<file path="config.mk">
export PLATFORM = sky130hd
export DESIGN_NAME = partitioned_bitmap_multi_allocator
export DESIGN_NICKNAME = d
export VERILOG_FILES = /design/src/rtl/pbma_pkg.sv /design/src/rtl/pbma_bitmap.sv /design/src/rtl/pbma_ctrl.sv /design/src/rtl/partitioned_bitmap_multi_allocator.sv
export VERILOG_INCLUDE_DIRS = /design/src /design/src/rtl
export SDC_FILE = /design/constraint.sdc
export NUM_CORES = 1
export LEC_CHECK = 0
export ABC_AREA = 1
export BUFFER_PORTS_ARGS = -buffer_cell sky130_fd_sc_hd__buf_2
export CAP_MARGIN = 25
export CORE_AREA = 2 2 148 114
export DETAILED_ROUTE_END_ITERATION = 8
export DIE_AREA = 0 0 150 116
export PLACE_DENSITY = 0.75
export SLEW_MARGIN = 5
export SYNTH_ARGS = -nofsm -noshare
export SYNTH_HDL_FRONTEND = slang
export SYNTH_SLANG_ARGS = --single-unit
</file>
<file path="constraint.sdc">
create_clock -name clock -period 3.4 [get_ports clock]
set_input_delay 1.02 -clock clock [delete_from_list [all_inputs] [get_ports clock]]
set_output_delay 1.02 -clock clock [all_outputs]
set_load 0.03 [all_outputs]
</file>
<file path="src/rtl/assert_macros.svh">
// assertion helpers shared by the rtl
`ifndef ASSERT_MACROS_SVH
`define ASSERT_MACROS_SVH
`ifndef NO_ASSERTIONS
`define CHECK_IMPLY(label, clk, rst, ante, cons, msg) \
   label: assert property (@(posedge clk) disable iff (rst) (ante) |-> (cons)) else $error(msg);
`define CHECK_NEVER(label, clk, rst, cond, msg) \
   label: assert property (@(posedge clk) disable iff (rst) !(cond)) else $error(msg);
`else
`define CHECK_IMPLY(label, clk, rst, ante, cons, msg)
`define CHECK_NEVER(label, clk, rst, cond, msg)
`endif
`endif

</file>
<file path="src/rtl/pbma_pkg.sv">
package pbma_pkg;

   localparam int SLOTS_DEFAULT = 128;

   localparam int BOUND_W = 8;
   localparam int COUNT_W = 8;
   localparam int MODE_W  = 2;
   localparam int POOL_W  = 2;
   localparam int CSR_INDEX_W = 2;

   localparam logic [BOUND_W-1:0] POOL0_END_RESET = 8'd14;
   localparam logic [BOUND_W-1:0] POOL1_END_RESET = 8'd28;
   localparam logic [BOUND_W-1:0] POOL2_END_RESET = 8'd84;

   localparam logic [CSR_INDEX_W-1:0] CSR_POOL0_END = 2'd0;
   localparam logic [CSR_INDEX_W-1:0] CSR_POOL1_END = 2'd1;
   localparam logic [CSR_INDEX_W-1:0] CSR_POOL2_END = 2'd2;

   localparam logic [MODE_W-1:0] MODE_BOOK  = 2'd0;
   localparam logic [MODE_W-1:0] MODE_CLEAR = 2'd1;

   localparam logic [POOL_W-1:0] POOL_0    = 2'd0;
   localparam logic [POOL_W-1:0] POOL_1    = 2'd1;
   localparam logic [POOL_W-1:0] POOL_NONE = 2'd3;

   // one step of the rotating bitmap
   typedef struct packed {
      logic shift;
      logic zero;
      logic mark;
   } bm_ctrl_type;

   typedef struct packed {
      logic               valid;
      logic               granted;
      logic [COUNT_W-1:0] free_count;
   } result_type;

endpackage

</file>
<file path="src/rtl/pbma_bitmap.sv">
module pbma_bitmap #(
   parameter int SLOTS = pbma_pkg::SLOTS_DEFAULT
) (
   input  logic                   clock,
   input  logic                   reset,
   input  pbma_pkg::bm_ctrl_type  ctl,
   output logic                   head_bit
);

   logic [SLOTS-1:0] bitmap_ff;
   logic [SLOTS-1:0] bitmap_in;
   logic             new_bit;

   assign head_bit = bitmap_ff[0];

   // slot under the head leaves at bit 0 and re-enters at the top
   always_comb begin
      new_bit   = ctl.zero ? 1'b0 : (bitmap_ff[0] | ctl.mark);
      bitmap_in = bitmap_ff;
      if (ctl.shift) begin
         bitmap_in = {new_bit, bitmap_ff[SLOTS-1:1]};
      end
   end

   always_ff @(posedge clock) begin
      if (reset) begin
         bitmap_ff <= '0;
      end else begin
         bitmap_ff <= bitmap_in;
      end
   end

endmodule

</file>
<file path="src/rtl/pbma_ctrl.sv">
`include "assert_macros.svh"

module pbma_ctrl #(
   parameter int SLOTS = pbma_pkg::SLOTS_DEFAULT
) (
   input  logic                             clock,
   input  logic                             reset,
   input  logic                             start,
   input  logic [pbma_pkg::MODE_W-1:0]      mode,
   input  logic [pbma_pkg::POOL_W-1:0]      pool,
   input  logic [pbma_pkg::COUNT_W-1:0]     request_count,
   output logic                             idle,
   input  logic [pbma_pkg::BOUND_W-1:0]     pool0_end,
   input  logic [pbma_pkg::BOUND_W-1:0]     pool1_end,
   input  logic [pbma_pkg::BOUND_W-1:0]     pool2_end,
   input  logic                             head_bit,
   output pbma_pkg::bm_ctrl_type            bm_ctl,
   input  logic                             out_busy,
   output pbma_pkg::result_type             result
);

   localparam int IW   = (SLOTS > 1) ? $clog2(SLOTS) : 1;
   localparam int PW   = $clog2(SLOTS + 1);
   localparam int CMPW = (PW > pbma_pkg::BOUND_W) ? PW : pbma_pkg::BOUND_W;

   localparam logic [1:0] ST_IDLE   = 2'd0;
   localparam logic [1:0] ST_COUNT  = 2'd1;
   localparam logic [1:0] ST_MARK   = 2'd2;
   localparam logic [1:0] ST_FINISH = 2'd3;

   localparam logic [1:0] OP_BOOK  = 2'd0;
   localparam logic [1:0] OP_CLEAR = 2'd1;
   localparam logic [1:0] OP_QUERY = 2'd2;

   logic [1:0]                     state_ff, state_in;
   logic [1:0]                     op_ff, op_in;
   logic [pbma_pkg::POOL_W-1:0]    pool_ff, pool_in;
   logic [pbma_pkg::COUNT_W-1:0]   want_ff, want_in;
   logic [pbma_pkg::COUNT_W-1:0]   remain_ff, remain_in;
   logic [IW-1:0]                  pos_ff, pos_in;
   logic [PW-1:0]                  cnt_ff, cnt_in;
   logic                           granted_ff, granted_in;

   logic [pbma_pkg::BOUND_W-1:0]   lo, hi;
   logic [CMPW-1:0]                pos_w, cnt_w, step_w;
   logic                           in_range, last, free_bit, mark;
   logic [PW-1:0]                  cnt_step;

   assign idle = (state_ff == ST_IDLE);

   // pool window
   always_comb begin
      lo = '0;
      hi = pool2_end;
      if (op_ff == OP_BOOK) begin
         case (pool_ff)
            pbma_pkg::POOL_0: begin
               lo = '0;
               hi = pool0_end;
            end
            pbma_pkg::POOL_1: begin
               lo = pool0_end;
               hi = pool1_end;
            end
            default: begin
               lo = pool1_end;
               hi = pool2_end;
            end
         endcase
      end
   end

   assign pos_w    = CMPW'(pos_ff);
   assign in_range = (pos_w >= CMPW'(lo)) && (pos_w < CMPW'(hi));
   assign last     = (pos_ff == IW'(SLOTS - 1));
   assign free_bit = in_range && ((op_ff == OP_CLEAR) || !head_bit);
   assign cnt_step = cnt_ff + PW'(free_bit);
   assign step_w   = CMPW'(cnt_step);
   assign cnt_w    = CMPW'(cnt_ff);
   assign mark     = in_range && !head_bit && (remain_ff != '0);

   always_comb begin
      state_in   = state_ff;
      op_in      = op_ff;
      pool_in    = pool_ff;
      want_in    = want_ff;
      remain_in  = remain_ff;
      pos_in     = pos_ff;
      cnt_in     = cnt_ff;
      granted_in = granted_ff;
      bm_ctl     = '0;
      result     = '0;
      result.granted    = granted_ff;
      result.free_count = (cnt_w > CMPW'(255)) ? 8'hFF : cnt_w[7:0];
      case (state_ff)
         ST_IDLE: begin
            if (start) begin
               if (mode == pbma_pkg::MODE_BOOK && pool != pbma_pkg::POOL_NONE) begin
                  op_in = OP_BOOK;
               end else if (mode == pbma_pkg::MODE_CLEAR) begin
                  op_in = OP_CLEAR;
               end else begin
                  op_in = OP_QUERY;
               end
               pool_in    = pool;
               want_in    = request_count;
               remain_in  = request_count;
               pos_in     = '0;
               cnt_in     = '0;
               granted_in = 1'b0;
               state_in   = ST_COUNT;
            end
         end
         ST_COUNT: begin
            bm_ctl.shift = 1'b1;
            bm_ctl.zero  = (op_ff == OP_CLEAR);
            cnt_in       = cnt_step;
            pos_in       = last ? '0 : pos_ff + IW'(1);
            if (last) begin
               if (op_ff == OP_BOOK && want_ff != '0 && CMPW'(want_ff) <= step_w) begin
                  state_in = ST_MARK;
               end else begin
                  granted_in = (op_ff == OP_CLEAR);
                  state_in   = ST_FINISH;
               end
            end
         end
         ST_MARK: begin
            bm_ctl.shift = 1'b1;
            bm_ctl.mark  = mark;
            remain_in    = remain_ff - pbma_pkg::COUNT_W'(mark);
            pos_in       = last ? '0 : pos_ff + IW'(1);
            if (last) begin
               cnt_in     = cnt_ff - PW'(want_ff);
               granted_in = 1'b1;
               state_in   = ST_FINISH;
            end
         end
         ST_FINISH: begin
            if (!out_busy) begin
               result.valid = 1'b1;
               state_in     = ST_IDLE;
            end
         end
         default: begin
            state_in = ST_IDLE;
         end
      endcase
   end

   always_ff @(posedge clock) begin
      if (reset) begin
         state_ff <= ST_IDLE;
      end else begin
         state_ff <= state_in;
      end
   end

   always_ff @(posedge clock) begin
      op_ff      <= op_in;
      pool_ff    <= pool_in;
      want_ff    <= want_in;
      remain_ff  <= remain_in;
      pos_ff     <= pos_in;
      cnt_ff     <= cnt_in;
      granted_ff <= granted_in;
   end

   `CHECK_IMPLY(a_mark_complete, clock, reset, state_ff == ST_MARK && last, remain_in == '0, "booking left slots unmarked")
   `CHECK_IMPLY(a_mark_only_book, clock, reset, state_ff == ST_MARK, op_ff == OP_BOOK, "marking pass outside a booking")
   `CHECK_NEVER(a_no_overwrite, clock, reset, result.valid && out_busy, "result issued while output word still held")

endmodule

</file>
<file path="src/rtl/partitioned_bitmap_multi_allocator.sv">
// channel   ports        tdata fields (lsb first)
// request   req_t*       mode[1:0], pool[3:2], request_count[11:4], zero[15:12]
// response  rsp_t*       granted[0], free_count[8:1], zero[15:9]
// csr       csr_*        write only, index 0..2 = pool0_end, pool1_end, pool2_end
//
// query and clear take one counting pass, a granted booking a second, marking pass:
// the bitmap rotates through one shift register and is read one slot per cycle.
// one word is worked on at a time; the next is taken once the result is loaded
// into the response register, even while that word waits on rsp_tready.
// synchronous reset frees every slot and restores the pool boundaries 14, 28, 84.
`include "assert_macros.svh"

module partitioned_bitmap_multi_allocator #(
   parameter int SLOTS = pbma_pkg::SLOTS_DEFAULT
) (
   input  logic                                clock,
   input  logic                                reset,
   input  logic                                req_tvalid,
   output logic                                req_tready,
   input  logic [15:0]                         req_tdata,  // mode, pool, request_count
   output logic                                rsp_tvalid,
   input  logic                                rsp_tready,
   output logic [15:0]                         rsp_tdata,  // granted, free_count
   input  logic                                csr_we,
   input  logic [pbma_pkg::CSR_INDEX_W-1:0]    csr_index,
   input  logic [pbma_pkg::BOUND_W-1:0]        csr_wdata
);

   logic [pbma_pkg::BOUND_W-1:0] pool0_end_ff, pool0_end_in;
   logic [pbma_pkg::BOUND_W-1:0] pool1_end_ff, pool1_end_in;
   logic [pbma_pkg::BOUND_W-1:0] pool2_end_ff, pool2_end_in;
   logic                         rsp_valid_ff, rsp_valid_in;
   logic                         rsp_granted_ff, rsp_granted_in;
   logic [pbma_pkg::COUNT_W-1:0] rsp_count_ff, rsp_count_in;

   logic                         idle, head_bit, start, out_busy;
   pbma_pkg::bm_ctrl_type        bm_ctl;
   pbma_pkg::result_type         result;

   assign req_tready = idle;
   assign start      = req_tvalid && idle;
   assign out_busy   = rsp_valid_ff && !rsp_tready;
   assign rsp_tvalid = rsp_valid_ff;
   assign rsp_tdata  = {7'd0, rsp_count_ff, rsp_granted_ff};

   always_comb begin
      pool0_end_in = pool0_end_ff;
      pool1_end_in = pool1_end_ff;
      pool2_end_in = pool2_end_ff;
      if (csr_we) begin
         case (csr_index)
            pbma_pkg::CSR_POOL0_END: pool0_end_in = csr_wdata;
            pbma_pkg::CSR_POOL1_END: pool1_end_in = csr_wdata;
            pbma_pkg::CSR_POOL2_END: pool2_end_in = csr_wdata;
            default: begin
            end
         endcase
      end
   end

   always_comb begin
      rsp_valid_in   = rsp_valid_ff && !rsp_tready;
      rsp_granted_in = rsp_granted_ff;
      rsp_count_in   = rsp_count_ff;
      if (result.valid) begin
         rsp_valid_in   = 1'b1;
         rsp_granted_in = result.granted;
         rsp_count_in   = result.free_count;
      end
   end

   always_ff @(posedge clock) begin
      if (reset) begin
         pool0_end_ff <= pbma_pkg::POOL0_END_RESET;
         pool1_end_ff <= pbma_pkg::POOL1_END_RESET;
         pool2_end_ff <= pbma_pkg::POOL2_END_RESET;
         rsp_valid_ff <= 1'b0;
      end else begin
         pool0_end_ff <= pool0_end_in;
         pool1_end_ff <= pool1_end_in;
         pool2_end_ff <= pool2_end_in;
         rsp_valid_ff <= rsp_valid_in;
      end
   end

   always_ff @(posedge clock) begin
      rsp_granted_ff <= rsp_granted_in;
      rsp_count_ff   <= rsp_count_in;
   end

   pbma_ctrl #(
      .SLOTS (SLOTS)
   ) u_ctrl (
      .clock         (clock),
      .reset         (reset),
      .start         (start),
      .mode          (req_tdata[1:0]),
      .pool          (req_tdata[3:2]),
      .request_count (req_tdata[11:4]),
      .idle          (idle),
      .pool0_end     (pool0_end_ff),
      .pool1_end     (pool1_end_ff),
      .pool2_end     (pool2_end_ff),
      .head_bit      (head_bit),
      .bm_ctl        (bm_ctl),
      .out_busy      (out_busy),
      .result        (result)
   );

   pbma_bitmap #(
      .SLOTS (SLOTS)
   ) u_bitmap (
      .clock    (clock),
      .reset    (reset),
      .ctl      (bm_ctl),
      .head_bit (head_bit)
   );

   `CHECK_IMPLY(a_busy_no_accept, clock, reset, !idle, !req_tready, "request taken while a word is in work")

endmodule
</file>
==> flow_summary.yaml <==
cts:
  cts_buffers: 17
  clock_sinks: 200
  path_clk_slew_ps: 70
  cts_root_buf: "clkbuf_16"
  clockBufferDepth: 2
  cts_tree: "done"
  cts.htree.levels: 4
  clkLatencyLatePin_ps: 440
yosys:
  synth_area_leaders: "dfxtp_1, edfxtp_1, nor2_1"
  synth-adder-area-share: 0.05597
  ys_seq_area_frac: 0.5162
  syn_area_per_cell_sq_um: 8.103
  synth_mux_area_frac: 0
  synth_top_family_by_area: "simple AND/OR/NAND/NOR gates"
  synthCells: 1065
  ys_types: 43
  synthFlopType: "dfxtp_1"
  syn-cell-area_sq_um: 8630
  synth_top_area_cell: "dfxtp_1"
  synth_most_common_cell: "nor2_1"
  synth-xor-area-share: 0.008119
  synth_top_area_frac: 0.3596
  ys_top_cells_by_count: "nor2_1, dfxtp_1, o21ai_0, nand2_1, inv_1"
  synth_edf_count: 45
  yosys.area_share.simple: 0.2062
  synth_warnings: 0
  synth_compound_area_frac: 0.1489
  synth-seq-cells: 200
  synthArstFlopShare: 0
timing:
  worst_pin_slew_ps: 812.4
  finClkSkew_ps: 9.486
  rsz0062_at_grt: "yes"
  whs_ps: 448.9
  slew_viol_final: 0
  relSlewSlack: 0.4584
  finalSetupTns_ps: -1292
  min_period_ps: 4073
  setup_viol: 2
  min_period_over_period: 1.198
  hold_viol_final: 0
  fmax_mhz: 245.5
  fin_ws_ps: -673.2
routing:
  wl_per_cell_um: 13.20
  met2WireLength_um: 8382
  drt-initial-drc-count: 542
  wl_um: 17850
  first_pass_iters: 5
  dr_total_vias: 6955
  viasPerCell: 5.144
  top_layer: "met4"
  wl_met3_um: 828
  met1Wirelength_um: 8452
  drc: 0
  detail-route-antenna-nets: 0
die:
  io_pins: 49
  rows: 40
  die_width_um: 150
  die_height_um: 116
  core_area_sq_um: 15820
  start_util: 0.5456
  fp.dieArea_sq_um: 17400
worst_setup_path:
  slowest_stage: "edfxtp_1"
  worstSetupPathType: "register to register"
  required_ps: 3610
  crit_path_end_kind: "register"
  slowest_delay_ps: 400
  r2r_end: "u_ctrl.granted_ff"
  r2r_start: "u_ctrl.op_ff[0]"
  critPathLaunchType: "register"
  ff2ff_setup_slack_ps: -670
  crit_start: "u_ctrl.op_ff[0]"
  cp.arrival_ps: 4280
  ff2ff_path_depth: 28
  path_max_fanout: 5
  cp-endpoint: "u_ctrl.granted_ff"
  path_common_cell: "ha_4"
placement:
  dp_slack_ps: -703.4
  port_buffers: 37
  gp_congestion: 0.8370
  post-dp-hpwl_um: 10690
run_status:
  violations: "setup timing"
  status: "finished with violations"
global_route:
  track_usage: 0.1983
  grt_pass1_wl_um: 27880
  antenna_found_initial: 0
  grt_pass1_vias: 6087
  grt_max_degree: 128
  grt_remaining_overflow: 0
power:
  p_leak_nw: 4.489
  worst_ir_drop_vdd_mv: 0.7446
  finalPower_mw: 9.457
  p_per_area_nw_per_um2: 917.8
layout:
  postLayoutCoreUtil: 0.6515
  area_delta_synth_final_pct: 19.40
  fin_nets: 1198
  drive_above_1_share: 0.1970
  num_antenna_cells: 0
worst_hold_path:
  hold_class: "register to register"
job:
  drv_cap: 0
==> flip-flops by register name, indices dropped and copies added, names as in the netlist, 2 cells and up <==
register,flops
u_ctrl.want_ff,8
u_ctrl.pool_ff,2
rsp_count_ff,8
u_ctrl.pos_ff,7
pool0_end_ff,8
u_ctrl.op_ff,2
u_ctrl.remain_ff,8
u_ctrl.cnt_ff,8
u_ctrl.state_ff,2
u_bitmap.bitmap_ff,128
pool1_end_ff,8
pool2_end_ff,8
==> through the flow <==
step,cells,instance area (sq um)
2_1_floorplan,1071,8692
3_3_place_gp,1297,9200
3_5_place_dp,1297,9200
4_1_cts,1339,9943
5_1_grt,1352,10300
6_report,1352,10300
==> metal layers <==
| layer | track usage | vias to the layer above |
|---|---|---|
| met4 | 0.05409 | 0 |
| met3 | 0.04685 | 14 |
| met1 | 0.2706 | 3205 |
| met5 | 0 | - |
| li1 | - | 3604 |
| met2 | 0.3190 | 132 |
==> critical path, delay by kind of cell (launching register included) <==
family | cells | cell delay [ps]
AOI/OAI and AO/OA | 6 | 830
adders and majority gates | 4 | 750
buffers and inverters | 6 | 610
DFF | 1 | 400
and+or+nand+nor | 12 | 1260
==> logic make-up (layout without fill, tap and decap cells) <==
kind of cell	after synthesis	after routing
flops	200	200
compound gates	239	239
xor+xnor	8	8
fa+ha+maj	38	38
other cells	1	7
buf+inv	139	210
simple gates	440	440
==> layout make-up <==
| class | instances | area, sq um |
|---|---|---|
| sequential | 200 | 4454 |
| clock buffer | 18 | 429.2 |
| fill | 1312 | 5512 |
| multi-input combinational | 732 | 3986 |
| clock inverter | 14 | 155.1 |
| timing repair buffer | 98 | 698.2 |
| tap | 210 | 262.8 |
| inverter | 80 | 317.8 |
==> what timing repair did <==
| item | CTS | global route |
|---|---|---|
| pin swaps | 19 | 45 |
| setup buffers | 10 | 14 |
| hold buffers | 0 | 0 |
| gates resized for setup | 20 | 54 |
| hold endpoints to repair | 0 | 0 |
| setup endpoints to repair | 2 | 8 |
==> worst min-delay path by stage <==
stage                       from  slack [ps]  depth (start not counted)              to
3_5_place_dp   u_ctrl.granted_ff         430                          0  rsp_granted_ff
5_1_grt        u_ctrl.granted_ff         470                          0  rsp_granted_ff
3_3_place_gp   u_ctrl.granted_ff         440                          0  rsp_granted_ff
6_report       u_ctrl.granted_ff         450                          0  rsp_granted_ff
2_1_floorplan  u_ctrl.granted_ff         400                          0  rsp_granted_ff
4_1_cts        u_ctrl.granted_ff         450                          0  rsp_granted_ff
==> report_power, final <==
| group | internal (mW) | total [mW] | leakage (nW) | switching [mW] |
|---|---|---|---|---|
| Clock | 1.05 | 2.00 | 0.283 | 0.951 |
| Sequential | 3.19 | 3.61 | 1.71 | 0.418 |
| Combinational | 1.51 | 3.85 | 2.49 | 2.34 |
| Total | 5.75 | 9.46 | 4.49 | 3.71 |
==> cells in the final DEF (no fill, tap or decap), drive strengths merged <==
cell / n
a21oi: 46
a221oi: 1
a22oi: 6
a2bb2oi: 1
a31o: 1
a31oi: 1
buf: 98
bufinv: 1
clkbuf: 18
clkinv: 3
clkinvlp: 3
conb: 7
dfxtp: 155
edfxtp: 45
fa: 1
ha: 37
inv: 87
nand2: 106
nand3: 18
nand3b: 3
nand4: 5
nor2: 292
nor3: 8
nor4: 2
o211ai: 6
o21a: 1
o21ai: 162
o21bai: 1
o22ai: 12
o41ai: 1
or2: 6
xnor2: 2
xor2: 6
No activity file was read; power rests on OpenSTA's default activity.
